## src/hdl/shfr_pkg.sv

```systemverilog
`timescale 1ns / 1ps
// ----------------------------------------------------------------------------
// shfr_pkg
// Shared types, constants and the CRC-8 step for the serial HID frame receiver.
// ----------------------------------------------------------------------------
package shfr_pkg;

    localparam int PAYLOAD_MAX_DEF          = 16;
    localparam int KEY_REPORT_BYTES_DEF     = 8;
    localparam int POINTER_REPORT_BYTES_DEF = 7;

    localparam logic [7:0] FRAME_MAGIC  = 8'hAA;
    localparam logic [7:0] KIND_KEYS    = 8'h01;
    localparam logic [7:0] KIND_POINTER = 8'h02;
    localparam logic [7:0] KIND_RELEASE = 8'h03;
    localparam logic [7:0] CRC_START    = 8'hFF;
    localparam logic [7:0] CRC_POLY     = 8'h07;

    localparam logic REPORT_KEYBOARD = 1'b0;
    localparam logic REPORT_MOUSE    = 1'b1;

    // controller -> datapath
    typedef struct packed {
        logic load_kind;
        logic load_len;
        logic pay_wr;
        logic start_emit;
        logic emit_load;
    } cmd_t;

    // datapath -> controller
    typedef struct packed {
        logic is_magic;
        logic len_ok;
        logic fill_last;
        logic emit_go;
        logic emit_last;
        logic out_free;
    } sts_t;

    // CRC-8, MSB first, one byte
    function automatic logic [7:0] crc8_byte(input logic [7:0] crc, input logic [7:0] b);
        logic [7:0] c;
        c = crc ^ b;
        for (int i = 0; i < 8; i++)
        begin
            if (c[7])
                c = {c[6:0], 1'b0} ^ CRC_POLY;
            else
                c = {c[6:0], 1'b0};
        end
        return c;
    endfunction

endpackage

```

## src/hdl/shfr_if.sv

```systemverilog
`timescale 1ns / 1ps
// ----------------------------------------------------------------------------
// shfr_if
// Valid/ready channels: received bytes in, report bytes out.
// ----------------------------------------------------------------------------
interface shfr_in_if;
    logic       valid;
    logic       ready;
    logic [7:0] rx_byte;
    logic       link_up;

    modport source (output valid, output rx_byte, output link_up, input ready);
    modport sink   (input valid, input rx_byte, input link_up, output ready);
endinterface

interface shfr_out_if;
    logic       valid;
    logic       ready;
    logic       report_kind;
    logic [7:0] report_byte;
    logic       last_byte;

    modport source (output valid, output report_kind, output report_byte,
                    output last_byte, input ready);
    modport sink   (input valid, input report_kind, input report_byte,
                    input last_byte, output ready);
endinterface

```

## src/hdl/shfr_ram.sv

```systemverilog
`timescale 1ns / 1ps
// ----------------------------------------------------------------------------
// shfr_ram
// Generic single-write, single-read RAM with registered read data.
// ----------------------------------------------------------------------------
module shfr_ram #(
    parameter int WIDTH = 8,
    parameter int DEPTH = 16
) (
    input  logic                     clk,
    input  logic                     wr_en,
    input  logic [$clog2(DEPTH)-1:0] wr_addr,
    input  logic [WIDTH-1:0]         wr_data,
    input  logic [$clog2(DEPTH)-1:0] rd_addr,
    output logic [WIDTH-1:0]         rd_data
);

    logic [WIDTH-1:0] mem [DEPTH];
    logic [WIDTH-1:0] rd_data_reg;

    always_ff @(posedge clk)
    begin
        if (wr_en)
            mem[wr_addr] <= wr_data;
        rd_data_reg <= mem[rd_addr];
    end

    assign rd_data = rd_data_reg;

endmodule

```

## src/hdl/shfr_ctrl.sv

```systemverilog
`timescale 1ns / 1ps
// ----------------------------------------------------------------------------
// shfr_ctrl
// Frame parser and report replay state machine.
// ----------------------------------------------------------------------------
module shfr_ctrl (
    input  logic           clk,
    input  logic           rst_n,
    input  logic           in_valid,
    output logic           in_ready,
    output shfr_pkg::cmd_t cmd,
    input  shfr_pkg::sts_t sts
);

    typedef enum logic [6:0] {
        S_MAGIC   = 7'b0000001,
        S_TYPE    = 7'b0000010,
        S_LEN     = 7'b0000100,
        S_PAYLOAD = 7'b0001000,
        S_CRC     = 7'b0010000,
        S_RD      = 7'b0100000,
        S_WR      = 7'b1000000
    } state_t;

    state_t state_reg, state_next;
    logic   acc;

    assign in_ready = (state_reg != S_RD) && (state_reg != S_WR);
    assign acc      = in_valid && in_ready;

    always_comb
    begin
        state_next = state_reg;
        cmd        = '0;
        unique case (state_reg)
            S_MAGIC:
            begin
                if (acc && sts.is_magic)
                    state_next = S_TYPE;
            end
            S_TYPE:
            begin
                if (acc)
                begin
                    cmd.load_kind = 1'b1;
                    state_next    = S_LEN;
                end
            end
            S_LEN:
            begin
                if (acc)
                begin
                    if (sts.len_ok)
                    begin
                        cmd.load_len = 1'b1;
                        state_next   = S_PAYLOAD;
                    end
                    else
                        state_next = S_MAGIC;
                end
            end
            S_PAYLOAD:
            begin
                if (acc)
                begin
                    cmd.pay_wr = 1'b1;
                    if (sts.fill_last)
                        state_next = S_CRC;
                end
            end
            S_CRC:
            begin
                if (acc)
                begin
                    if (sts.emit_go)
                    begin
                        cmd.start_emit = 1'b1;
                        state_next     = S_RD;
                    end
                    else
                        state_next = S_MAGIC;
                end
            end
            // address is presented here, RAM data is ready in S_WR
            S_RD:
            begin
                state_next = S_WR;
            end
            S_WR:
            begin
                if (sts.out_free)
                begin
                    cmd.emit_load = 1'b1;
                    state_next    = sts.emit_last ? S_MAGIC : S_RD;
                end
            end
            default:
            begin
                state_next = S_MAGIC;
            end
        endcase
    end

    always_ff @(posedge clk or negedge rst_n)
    begin
        if (!rst_n)
            state_reg <= S_MAGIC;
        else
            state_reg <= state_next;
    end

    // a report starts only from the CRC beat and never overlaps input
    ap_emit_from_crc: assert property (@(posedge clk) disable iff (!rst_n)
        cmd.start_emit |=> (state_reg == S_RD) && !in_ready)
        else $error("report replay did not start after CRC beat");

    ap_wr_after_rd: assert property (@(posedge clk) disable iff (!rst_n)
        (state_reg == S_WR) && !$past(state_reg == S_WR) |-> $past(state_reg == S_RD))
        else $error("report byte loaded without a RAM read cycle");

endmodule

```

## src/hdl/shfr_dp.sv

```systemverilog
`timescale 1ns / 1ps
// ----------------------------------------------------------------------------
// shfr_dp
// Frame fields, CRC, payload store and report output register.
// ----------------------------------------------------------------------------
module shfr_dp #(
    parameter int PAYLOAD_MAX          = shfr_pkg::PAYLOAD_MAX_DEF,
    parameter int KEY_REPORT_BYTES     = shfr_pkg::KEY_REPORT_BYTES_DEF,
    parameter int POINTER_REPORT_BYTES = shfr_pkg::POINTER_REPORT_BYTES_DEF
) (
    input  logic           clk,
    input  logic           rst_n,
    input  shfr_pkg::cmd_t cmd,
    output shfr_pkg::sts_t sts,
    input  logic [7:0]     rx_byte,
    input  logic           link_up,
    input  logic           out_ready,
    output logic           out_valid,
    output logic           out_kind,
    output logic [7:0]     out_byte,
    output logic           out_last
);

    localparam int RptMax = (KEY_REPORT_BYTES > POINTER_REPORT_BYTES) ?
                            KEY_REPORT_BYTES : POINTER_REPORT_BYTES;
    localparam int CntMax = (RptMax > PAYLOAD_MAX) ? RptMax : PAYLOAD_MAX;
    localparam int IDX_W  = $clog2(CntMax + 1);
    localparam int AW     = $clog2(PAYLOAD_MAX);

    logic [7:0]       kind_reg, kind_next;
    logic [7:0]       len_reg, len_next;
    logic [IDX_W-1:0] idx_reg, idx_next;
    logic [7:0]       crc_reg, crc_next;
    logic             zero_reg, zero_next;
    logic             ptr_reg, ptr_next;
    logic             out_valid_reg, out_valid_next;
    logic             out_kind_reg, out_kind_next;
    logic [7:0]       out_byte_reg, out_byte_next;
    logic             out_last_reg, out_last_next;

    logic [7:0]       rd_data;
    logic [AW-1:0]    mem_addr;
    logic [IDX_W:0]   idx_inc;
    logic [IDX_W:0]   rpt_len;
    logic             is_release, keys_ok, ptr_ok;

    assign mem_addr = idx_reg[AW-1:0];
    assign idx_inc  = {1'b0, idx_reg} + {{IDX_W{1'b0}}, 1'b1};
    assign rpt_len  = ptr_reg ? (IDX_W+1)'(POINTER_REPORT_BYTES)
                              : (IDX_W+1)'(KEY_REPORT_BYTES);

    assign is_release = (kind_reg == shfr_pkg::KIND_RELEASE);
    assign keys_ok    = (kind_reg == shfr_pkg::KIND_KEYS) &&
                        (len_reg == 8'(KEY_REPORT_BYTES));
    assign ptr_ok     = (kind_reg == shfr_pkg::KIND_POINTER) &&
                        (len_reg == 8'(POINTER_REPORT_BYTES));

    shfr_ram #(
        .WIDTH (8),
        .DEPTH (PAYLOAD_MAX)
    ) u_store (
        .clk     (clk),
        .wr_en   (cmd.pay_wr),
        .wr_addr (mem_addr),
        .wr_data (rx_byte),
        .rd_addr (mem_addr),
        .rd_data (rd_data)
    );

    always_comb
    begin
        sts.is_magic  = (rx_byte == shfr_pkg::FRAME_MAGIC);
        sts.len_ok    = (rx_byte != 8'd0) && ({1'b0, rx_byte} <= 9'(PAYLOAD_MAX));
        sts.fill_last = ({{(9 - IDX_W - 1){1'b0}}, idx_inc} >= {1'b0, len_reg});
        sts.emit_go   = (crc_reg == rx_byte) && link_up &&
                        (is_release || keys_ok || ptr_ok);
        sts.emit_last = (idx_inc == rpt_len);
        sts.out_free  = !out_valid_reg || out_ready;
    end

    always_comb
    begin
        kind_next      = kind_reg;
        len_next       = len_reg;
        idx_next       = idx_reg;
        crc_next       = crc_reg;
        zero_next      = zero_reg;
        ptr_next       = ptr_reg;
        out_valid_next = out_valid_reg && !out_ready;
        out_kind_next  = out_kind_reg;
        out_byte_next  = out_byte_reg;
        out_last_next  = out_last_reg;

        if (cmd.load_kind)
            kind_next = rx_byte;
        if (cmd.load_len)
        begin
            len_next = rx_byte;
            idx_next = '0;
            crc_next = shfr_pkg::CRC_START;
        end
        if (cmd.pay_wr)
        begin
            crc_next = shfr_pkg::crc8_byte(crc_reg, rx_byte);
            idx_next = idx_inc[IDX_W-1:0];
        end
        if (cmd.start_emit)
        begin
            idx_next  = '0;
            zero_next = is_release;
            ptr_next  = !is_release && ptr_ok;
        end
        if (cmd.emit_load)
        begin
            out_valid_next = 1'b1;
            out_kind_next  = ptr_reg ? shfr_pkg::REPORT_MOUSE : shfr_pkg::REPORT_KEYBOARD;
            out_byte_next  = zero_reg ? 8'd0 : rd_data;
            out_last_next  = sts.emit_last;
            idx_next       = idx_inc[IDX_W-1:0];
        end
    end

    always_ff @(posedge clk or negedge rst_n)
    begin
        if (!rst_n)
        begin
            kind_reg      <= '0;
            len_reg       <= '0;
            idx_reg       <= '0;
            crc_reg       <= shfr_pkg::CRC_START;
            zero_reg      <= 1'b0;
            ptr_reg       <= 1'b0;
            out_valid_reg <= 1'b0;
        end
        else
        begin
            kind_reg      <= kind_next;
            len_reg       <= len_next;
            idx_reg       <= idx_next;
            crc_reg       <= crc_next;
            zero_reg      <= zero_next;
            ptr_reg       <= ptr_next;
            out_valid_reg <= out_valid_next;
        end
    end

    always_ff @(posedge clk)
    begin
        out_kind_reg <= out_kind_next;
        out_byte_reg <= out_byte_next;
        out_last_reg <= out_last_next;
    end

    assign out_valid = out_valid_reg;
    assign out_kind  = out_kind_reg;
    assign out_byte  = out_byte_reg;
    assign out_last  = out_last_reg;

    ap_no_overwrite: assert property (@(posedge clk) disable iff (!rst_n)
        cmd.emit_load |-> (!out_valid_reg || out_ready))
        else $error("report beat overwritten before it was taken");

    ap_write_in_frame: assert property (@(posedge clk) disable iff (!rst_n)
        cmd.pay_wr |-> ({{(9 - IDX_W - 1){1'b0}}, idx_inc} <= {1'b0, len_reg}))
        else $error("payload write beyond frame length");

    ap_emit_in_report: assert property (@(posedge clk) disable iff (!rst_n)
        cmd.emit_load |-> (idx_inc <= rpt_len))
        else $error("report byte index beyond report length");

endmodule

```

## src/hdl/serial_hid_frame_receiver_unit.sv

```systemverilog
`timescale 1ns / 1ps
// ----------------------------------------------------------------------------
// serial_hid_frame_receiver_unit
// Parses magic/type/length/payload/CRC-8 frames and replays HID reports.
// ----------------------------------------------------------------------------
// channel  modport  fields                                  beat
// in_ch    sink     rx_byte[7:0], link_up                   one received byte
// out_ch   source   report_kind, report_byte[7:0], last_byte one report byte
//
// While parsing, in_ch.ready stays high. After a good CRC beat on a valid
// report frame with link_up high, the input stalls while the report is
// replayed from the payload RAM: a RAM read, then an output register load for
// each report byte, the load waiting while out_ch holds off. The output register
// lets the next frame start while the final report beat still waits.
// Reset is asynchronous, active low; in_ch.ready is already high in reset, so
// the first edge after release can take a beat.
// ----------------------------------------------------------------------------
module serial_hid_frame_receiver_unit #(
    parameter int PAYLOAD_MAX          = shfr_pkg::PAYLOAD_MAX_DEF,
    parameter int KEY_REPORT_BYTES     = shfr_pkg::KEY_REPORT_BYTES_DEF,
    parameter int POINTER_REPORT_BYTES = shfr_pkg::POINTER_REPORT_BYTES_DEF
) (
    input  logic       clk,
    input  logic       rst_n,
    shfr_in_if.sink    in_ch,
    shfr_out_if.source out_ch
);

    shfr_pkg::cmd_t cmd;
    shfr_pkg::sts_t sts;

    shfr_ctrl u_ctrl (
        .clk      (clk),
        .rst_n    (rst_n),
        .in_valid (in_ch.valid),
        .in_ready (in_ch.ready),
        .cmd      (cmd),
        .sts      (sts)
    );

    shfr_dp #(
        .PAYLOAD_MAX          (PAYLOAD_MAX),
        .KEY_REPORT_BYTES     (KEY_REPORT_BYTES),
        .POINTER_REPORT_BYTES (POINTER_REPORT_BYTES)
    ) u_dp (
        .clk       (clk),
        .rst_n     (rst_n),
        .cmd       (cmd),
        .sts       (sts),
        .rx_byte   (in_ch.rx_byte),
        .link_up   (in_ch.link_up),
        .out_ready (out_ch.ready),
        .out_valid (out_ch.valid),
        .out_kind  (out_ch.report_kind),
        .out_byte  (out_ch.report_byte),
        .out_last  (out_ch.last_byte)
    );

endmodule

```

## src/flat_wrapper.sv

```systemverilog
// flat-port wrapper written by rule: the top's interface ports become plain ports
module serial_hid_frame_receiver_unit_flat 
#(
    parameter int PAYLOAD_MAX          = shfr_pkg::PAYLOAD_MAX_DEF,
    parameter int KEY_REPORT_BYTES     = shfr_pkg::KEY_REPORT_BYTES_DEF,
    parameter int POINTER_REPORT_BYTES = shfr_pkg::POINTER_REPORT_BYTES_DEF
)
  (clk, rst_n, in_ch_valid, in_ch_rx_byte, in_ch_link_up, in_ch_ready, out_ch_valid, out_ch_report_kind, out_ch_report_byte, out_ch_last_byte, out_ch_ready);
  shfr_in_if in_ch_i ();
  shfr_out_if out_ch_i ();
  input  logic clk;
  input  logic rst_n;
  input wire logic [$bits(in_ch_i.valid)-1:0] in_ch_valid;
  input wire logic [$bits(in_ch_i.rx_byte)-1:0] in_ch_rx_byte;
  input wire logic [$bits(in_ch_i.link_up)-1:0] in_ch_link_up;
  output wire logic [$bits(in_ch_i.ready)-1:0] in_ch_ready;
  output wire logic [$bits(out_ch_i.valid)-1:0] out_ch_valid;
  output wire logic [$bits(out_ch_i.report_kind)-1:0] out_ch_report_kind;
  output wire logic [$bits(out_ch_i.report_byte)-1:0] out_ch_report_byte;
  output wire logic [$bits(out_ch_i.last_byte)-1:0] out_ch_last_byte;
  input wire logic [$bits(out_ch_i.ready)-1:0] out_ch_ready;
  assign in_ch_i.valid = in_ch_valid;
  assign in_ch_i.rx_byte = in_ch_rx_byte;
  assign in_ch_i.link_up = in_ch_link_up;
  assign in_ch_ready = in_ch_i.ready;
  assign out_ch_valid = out_ch_i.valid;
  assign out_ch_report_kind = out_ch_i.report_kind;
  assign out_ch_report_byte = out_ch_i.report_byte;
  assign out_ch_last_byte = out_ch_i.last_byte;
  assign out_ch_i.ready = out_ch_ready;
  serial_hid_frame_receiver_unit #(.PAYLOAD_MAX(PAYLOAD_MAX), .KEY_REPORT_BYTES(KEY_REPORT_BYTES), .POINTER_REPORT_BYTES(POINTER_REPORT_BYTES)) u_core (.clk(clk), .rst_n(rst_n), .in_ch(in_ch_i), .out_ch(out_ch_i));
endmodule
```

## config.mk

```make
export PLATFORM = sky130hd
export DESIGN_NAME = serial_hid_frame_receiver_unit_flat
export DESIGN_NICKNAME = d
export VERILOG_FILES = /design/src/hdl/shfr_pkg.sv /design/src/hdl/shfr_if.sv /design/src/hdl/shfr_ram.sv /design/src/hdl/shfr_ctrl.sv /design/src/hdl/shfr_dp.sv /design/src/hdl/serial_hid_frame_receiver_unit.sv /design/src/flat_wrapper.sv
export SDC_FILE = /design/constraint.sdc
export NUM_CORES = 1
export LEC_CHECK = 0
export BUFFER_PORTS_ARGS = -buffer_cell sky130_fd_sc_hd__buf_2
export CORE_ASPECT_RATIO = 2
export CORE_MARGIN = 4
export CORE_UTILIZATION = 43
export DETAILED_ROUTE_END_ITERATION = 16
export GPL_TIMING_DRIVEN = 1
export PLACE_DENSITY = 0.69
export RECOVER_POWER = 25
export SLEW_MARGIN = 20
export SYNTH_ARGS = -nofsm -noshare
export SYNTH_HDL_FRONTEND = slang
export SYNTH_SLANG_ARGS = --single-unit
export TNS_END_PERCENT = 30
```

## constraint.sdc

```tcl
create_clock -name clk -period 5.6 [get_ports clk]
set_clock_uncertainty 0.05 [all_clocks]
set_input_delay 0.28 -clock clk [delete_from_list [all_inputs] [get_ports clk]]
set_output_delay 0.28 -clock clk [all_outputs]
set_load 0.01 [all_outputs]
```

### Word level (Yosys, flattened, before mapping)

Memory sizes are Yosys's and may differ from the RTL's. A register that Yosys moved wholly into a read port is not among the register bits.
Index checks and enable logic that the tools add are counted.

* input port bits: 13
* logic and storage cells: 116
* latch bits: 0
* bits in read-only memories: 0
* memories: 1
* bits in registers: 49
* bits in writable memories: 128

Memory list
* u_core.u_dp.u_store.mem: words 16, bits a word 8, read ports 1, clocked after Yosys merged registers in 1, wr ports 1, RTL line shfr_ram.sv:18 `logic [WIDTH-1:0] mem [DEPTH];`

* eq/ne operators: 24
* reduce and logical (&&, ||, !) cells: 20
* add/sub/neg operators: 1
* order comparisons: 2
* multipliers: 0
* bitwise logic cells: 9
* divide/modulo/power cells: 0
* shift-type cells: 0
* multiplexer cells: 48

Operator list (number)
* two-way mux 8 bit: 9
* two-way mux 7 bit: 7
* case mux 7 bit (7 select lines): 1
* two-way mux 3 bit: 8
* inverter 3 bit: 8
* two-way mux 5 bit: 4
* == test 8 x 2 -> 1 bit, second input constant: 2
* two-way mux 1 bit: 15
* two-way mux 6 bit: 2
* logical AND 1 bit: 10
* != test 2 bit, second input constant: 5
* == test 8 x 1 -> 1 bit, second input constant: 1
* == test 8 x 3 -> 1 bit, second input constant: 1
* == test 8 x 4 -> 1 bit, second input constant: 1
* == test 8 bit: 1
* == test 8 bit, second input constant: 1
* >= comparator 6 x 8 -> 1 bit: 1
* <= comparator 8 x 5 -> 1 bit, second input constant: 1
* two-way mux 4 bit: 2
* nonzero test 8 bit: 1
* XOR 8 bit: 1
* == test 7 x 1 -> 1 bit, second input constant: 1
* == test 7 x 2 -> 1 bit, second input constant: 1
* == test 7 x 3 -> 1 bit, second input constant: 1
* 14 further kinds: 19

### Longest topological paths before layout

* word-level depth: 27
* depth in mapped cells: 11

### By module

A second synthesis with hierarchy kept.

* cell total of the unflattened synthesis: 497
* area, all modules: 7952.6 µm²

Modules (own cells, without submodules)
* shfr_ram: times used 1, cells each 229, area each 5147.4 µm², sequential area each 4003.8 µm²
* shfr_dp: times used 1, cells each 194, area each 2223.4 µm², sequential area each 1111.1 µm²
* shfr_ctrl: times used 1, cells each 74, area each 581.8 µm², sequential area each 176.4 µm²

### Worst setup path before layout

No wires, ideal clock.

* path kind: reg-to-reg
* from: reg u_core.u_dp.idx_reg[1]
* to: reg u_core.u_ctrl.state_reg[2]
* required time: 5.425 ns
* setup time: 0.125 ns
* path buffers: 2
* cell stages (with the launch flop): 12
* setup slack: 2.663 ns
* clock period less this slack: 2.937 ns
* arrival time: 2.763 ns
* cell sequence: dfrtp_1 -> clkbuf_1 -> clkbuf_1 -> nand3_1 -> xnor2_1 -> ha_1 -> a2111oi_0 -> o21ai_0 -> a21oi_1 -> a221oi_1 -> o31ai_2 -> mux2_2

* cells in the longest elaborated chain, start to end: 4

RTL lines
* from (decl): RTL line shfr_dp.sv:32 `logic [IDX_W-1:0] idx_reg, idx_next;`
* from (signal assigned): RTL line shfr_dp.sv:139 `idx_reg <= idx_next;`
* adder 5 x 1 -> 6 bit: RTL line shfr_dp.sv:48 `assign idx_inc = {1'b0, idx_reg} + {{IDX_W{1'b0}}, 1'b1};`
* >= comparator 6 x 8 -> 1 bit: RTL line shfr_dp.sv:74 `sts.fill_last = ({{(9 - IDX_W - 1){1'b0}}, idx_inc} >= {1'b0, len_reg});`
* != test 2 x 1 -> 1 bit (no line)
* AND reduction 7 bit (no line)
* to (signal assigned): RTL line shfr_ctrl.sv:109 `state_reg <= state_next;`
* to (decl): RTL line shfr_ctrl.sv:25 `state_t state_reg, state_next;`

Every way passes these cells.
A chain may end at the register's enable or synchronous reset.

### Worst setup path in the final report

Same ends and word-level chain as after synthesis.

==> impl_metrics.ini <==
[run_status]
status = finished clean

[logic_synthesis]
synth_instances = 485
synth_async_sr_flop_share = 0.211
yosysWarningCount = 0
synth_top_family_by_area = multiplexers
syn_std_cell_area_um2 = 7910
postSynthAreaPerCell_um2 = 16.3
synth_compound_gate_area_share = 0.0399
yosys-mux-area-fraction = 0.131
synth_adder_area_share = 0.0206
synth_enable_flop_cells = 138
post_synth_main_area_contributors = sky130_fd_sc_hd__edfxtp_1 (52%), sky130_fd_sc_hd__mux4_2 (11%), sky130_fd_sc_hd__dfrtp_1 (9.5%)
post_synth_xor_xnor_area = 0.0310
fraction_of_post_synthesis_cell_area_in_the_top_cell_type_by_area = 0.524
synth.ff_latch_count = 185
synth_nets = 511
synth_simple_gate_area_share = 0.0946
yosysTopAreaCell = sky130_fd_sc_hd__edfxtp_1
unique_masters_post_synth = 55
synth.yosys.seq_area_share = 0.669
synth-main-ff-cell = sky130_fd_sc_hd__edfxtp_1

[hold_path]
worst_hold_path_type = primary input to flop
hp-start = in_ch_valid

[global_route]
grt_antenna_before_repair = 0
grt_use_total = 0.172
first_global_vias = 4598
grt_pass1_wl_um = 26400
grt_remaining_overflow = 0
largest_net_degree_at_the_start_of_global_routing = 40

[final_layout]
register_area_um2 = 5290
drive_gt1_frac = 0.231
instances_no_fill = 740
area_delta_synth_final_pct = 11.4
max_flop_register = u_core.u_dp.u_store.mem
finalNetCount = 540
multi_input_comb_area_um2 = 2510
stdcell_area_um2 = 8810
insertedDiodeCount = 0
fin_util = 0.491
final.fill_count = 1506
largest_register_ff_count = 128

[timing]
timing.final.crit_share = 0.640
min_period_ps = 3590
finalWorstSetupSlack_ps = 2010
rsz0062_at_grt = false
worst_slew_pin_slew_ps = 1190
maxClockFrequency_mhz = 279
final_setup_violation_count = 0
max-slew-margin-rel = 0.206
finalSetupTns_ps = 0
final_hold_violating_endpoints = 0
final-max-slew-violation-count = 0

[placement]
hpwl_um = 12100
io_buffer_count = 24
gp_congestion = 0.863
place_worst_setup_slack_ps = 2030
dpl_cell_area_um2 = 8250
dp_cells = 707

[detailed_routing]
dr.pass1.iters = 5
detail_route.iter0.violations = 222
avgRoutedWirePerCell_um = 23.1
avgViaCountPerCell = 5.74
route.final.wire_length_um = 17100
detail-route-antenna-nets = 0
routed_vias = 4244
drc = 0

[clock_tree]
cts_tree = built
worstSkewPairLatency_ps = 430
ctsRootBufferMaster = sky130_fd_sc_hd__clkbuf_16
cts-root-to-sink-buffers = 2
cts.sink_count = 185
clk_pin_slew_ps = 70
cts_made_buffers = 17
htree_num_levels = 4

[power]
static-leakage-power_nw = 3.04
vdd.ir_drop.worst_mv = 0.229
pwr_density_cell_nw_per_um2 = 389

[critical_path]
worstPathRequired_ps = 5870
critical_path.most_common_cell = sky130_fd_sc_hd__ha_1
critPathLaunch = u_core.u_dp.idx_reg[1]
cpMaxStageDelayCell = sky130_fd_sc_hd__dfrtp_1
category_of_the_worst_setup_path_capture_point = flop
critical-path-max-stage-delay_ps = 570
crit_reg_reg_startpoint = u_core.u_dp.idx_reg[1]
worst-path-max-fanout = 30
crit_path_cell_trace = buf_4 -> ha_1 -> nand3_1 -> xnor2_1 -> ha_1 -> o21ai_0 -> a211oi_1 -> a21oi_1 -> a221oi_1 -> o31ai_2 -> mux2_2
data_arrival_time_at_the_worst_slack_endpoint_ps = 3850
timing.critical_path.from_type = flop
timing_worst_setup_path_type = flop to flop

[die]
die-width_um = 104
initial_cell_density_of_the_core = 0.441
boundaryPins = 25
die-area_um2 = 20800
floorplan.core_area_um2 = 18000
die_height_um = 200
fp-row-count = 69

[job]
cap_violations = 0
## Yosys cell counts (all sizes together) (12+ instances only)
cell	count
ha	13
xnor2	21
a21oi	14
o21ai	13
nor2	24
nor2b	16
edfxtp	138
and2	16
nor3	12
mux4	40
nand2	22
mux2	12
dfrtp	30
## logic make-up after synthesis
kind of cell | count (synthesis)
DFF | 185
and+or+nand+nor | 133
muxes | 52
AOI/OAI and AO/OA | 46
xor gates and xnor gates | 28
buffers and inverters | 28
adders and majority gates | 13
## what timing repair did
action / 4_1_cts / 5_1_grt
gates resized for setup: 0 / 0
endpoints found under the hold margin: 30 / 0
hold buffers: 1 / 0
setup buffers: 0 / 0
## cell type report
| cell class | count | area share |
|---|---|---|
| well taps | 213 | 0.0302 |
| repair buffers | 28 | 0.0163 |
| multi-input cells | 272 | 0.285 |
| flip-flops and latches | 185 | 0.601 |
| clock buffers | 19 | 0.0515 |
| clock inverters | 13 | 0.0125 |
| inverters | 10 | 0.00426 |
## per-layer routing
layer	share of wire	vias up	GRT usage
met1	0.34	2181	0.163
met4	0.054	0	0.107
met3	0.027	39	0.0328
met2	0.58	100	0.337
met5	0	-	0
li1	-	1924	-
## worst max-delay path: cells and delay by family, from the launching register on
family	cells	cell delay, ps
AO/OA/AOI/OAI	5	970
adder cells (fa/ha/maj)	2	710
flip-flops	1	570
buffers and inverters	1	450
multiplexers	1	310
XOR/XNOR	1	210
AND/OR/NAND/NOR	1	190
## report_power, final
part	internal [mW]	leakage [nW]	switching [mW]	total (mW)
registers	1.58	1.77	0.0780	1.66
logic	0.292	0.993	0.326	0.618
clock network	0.608	0.280	0.542	1.15
## stage by stage
step	power, mW	hold slack (ps)
final	3.42	122
after global routing	3.56	114
after CTS	3.45	96.2
after detailed placement	2.31	401
after global placement	2.28	390
after floorplan	2.13	-65.6
## layout by cell type (no fill, tap or decap), drive strengths merged, types with 4 or more instances in the layout
master  Yosys  routed
edfxtp    138     138
mux4       40      40
dfrtp      30      30
clkbuf     10      26
nor2       24      24
nand2      22      22
xnor2      21      21
buf         8      20
inv        10      17
nor2b      16      16
and2       16      16
a21oi      14      14
ha         13      13
o21ai      13      13
mux2       12      12
nor3       12      12
nand3      10      10
dfstp       9       9
dfxtp       8       8
xor2        7       7
nand2b      6       6
clkinv      0       5
and3        4       4
## worst paths after layout
path | end | slack, ps | cells after the start
max | u_core.u_ctrl.state_reg[2] | 2010 | 11
min | u_core.u_ctrl.state_reg[1] | 120 | 2
max reg2reg | u_core.u_ctrl.state_reg[2] | 2010 | 11
min reg2reg | u_core.u_dp.crc_reg[2] | 450 | 2
max in group asynchronous | u_core.u_dp.idx_reg[0] | 4420 | 2
min in group asynchronous | u_core.u_dp.out_valid | 460 | 2
Note: power is estimated with default switching activity, not from simulation.
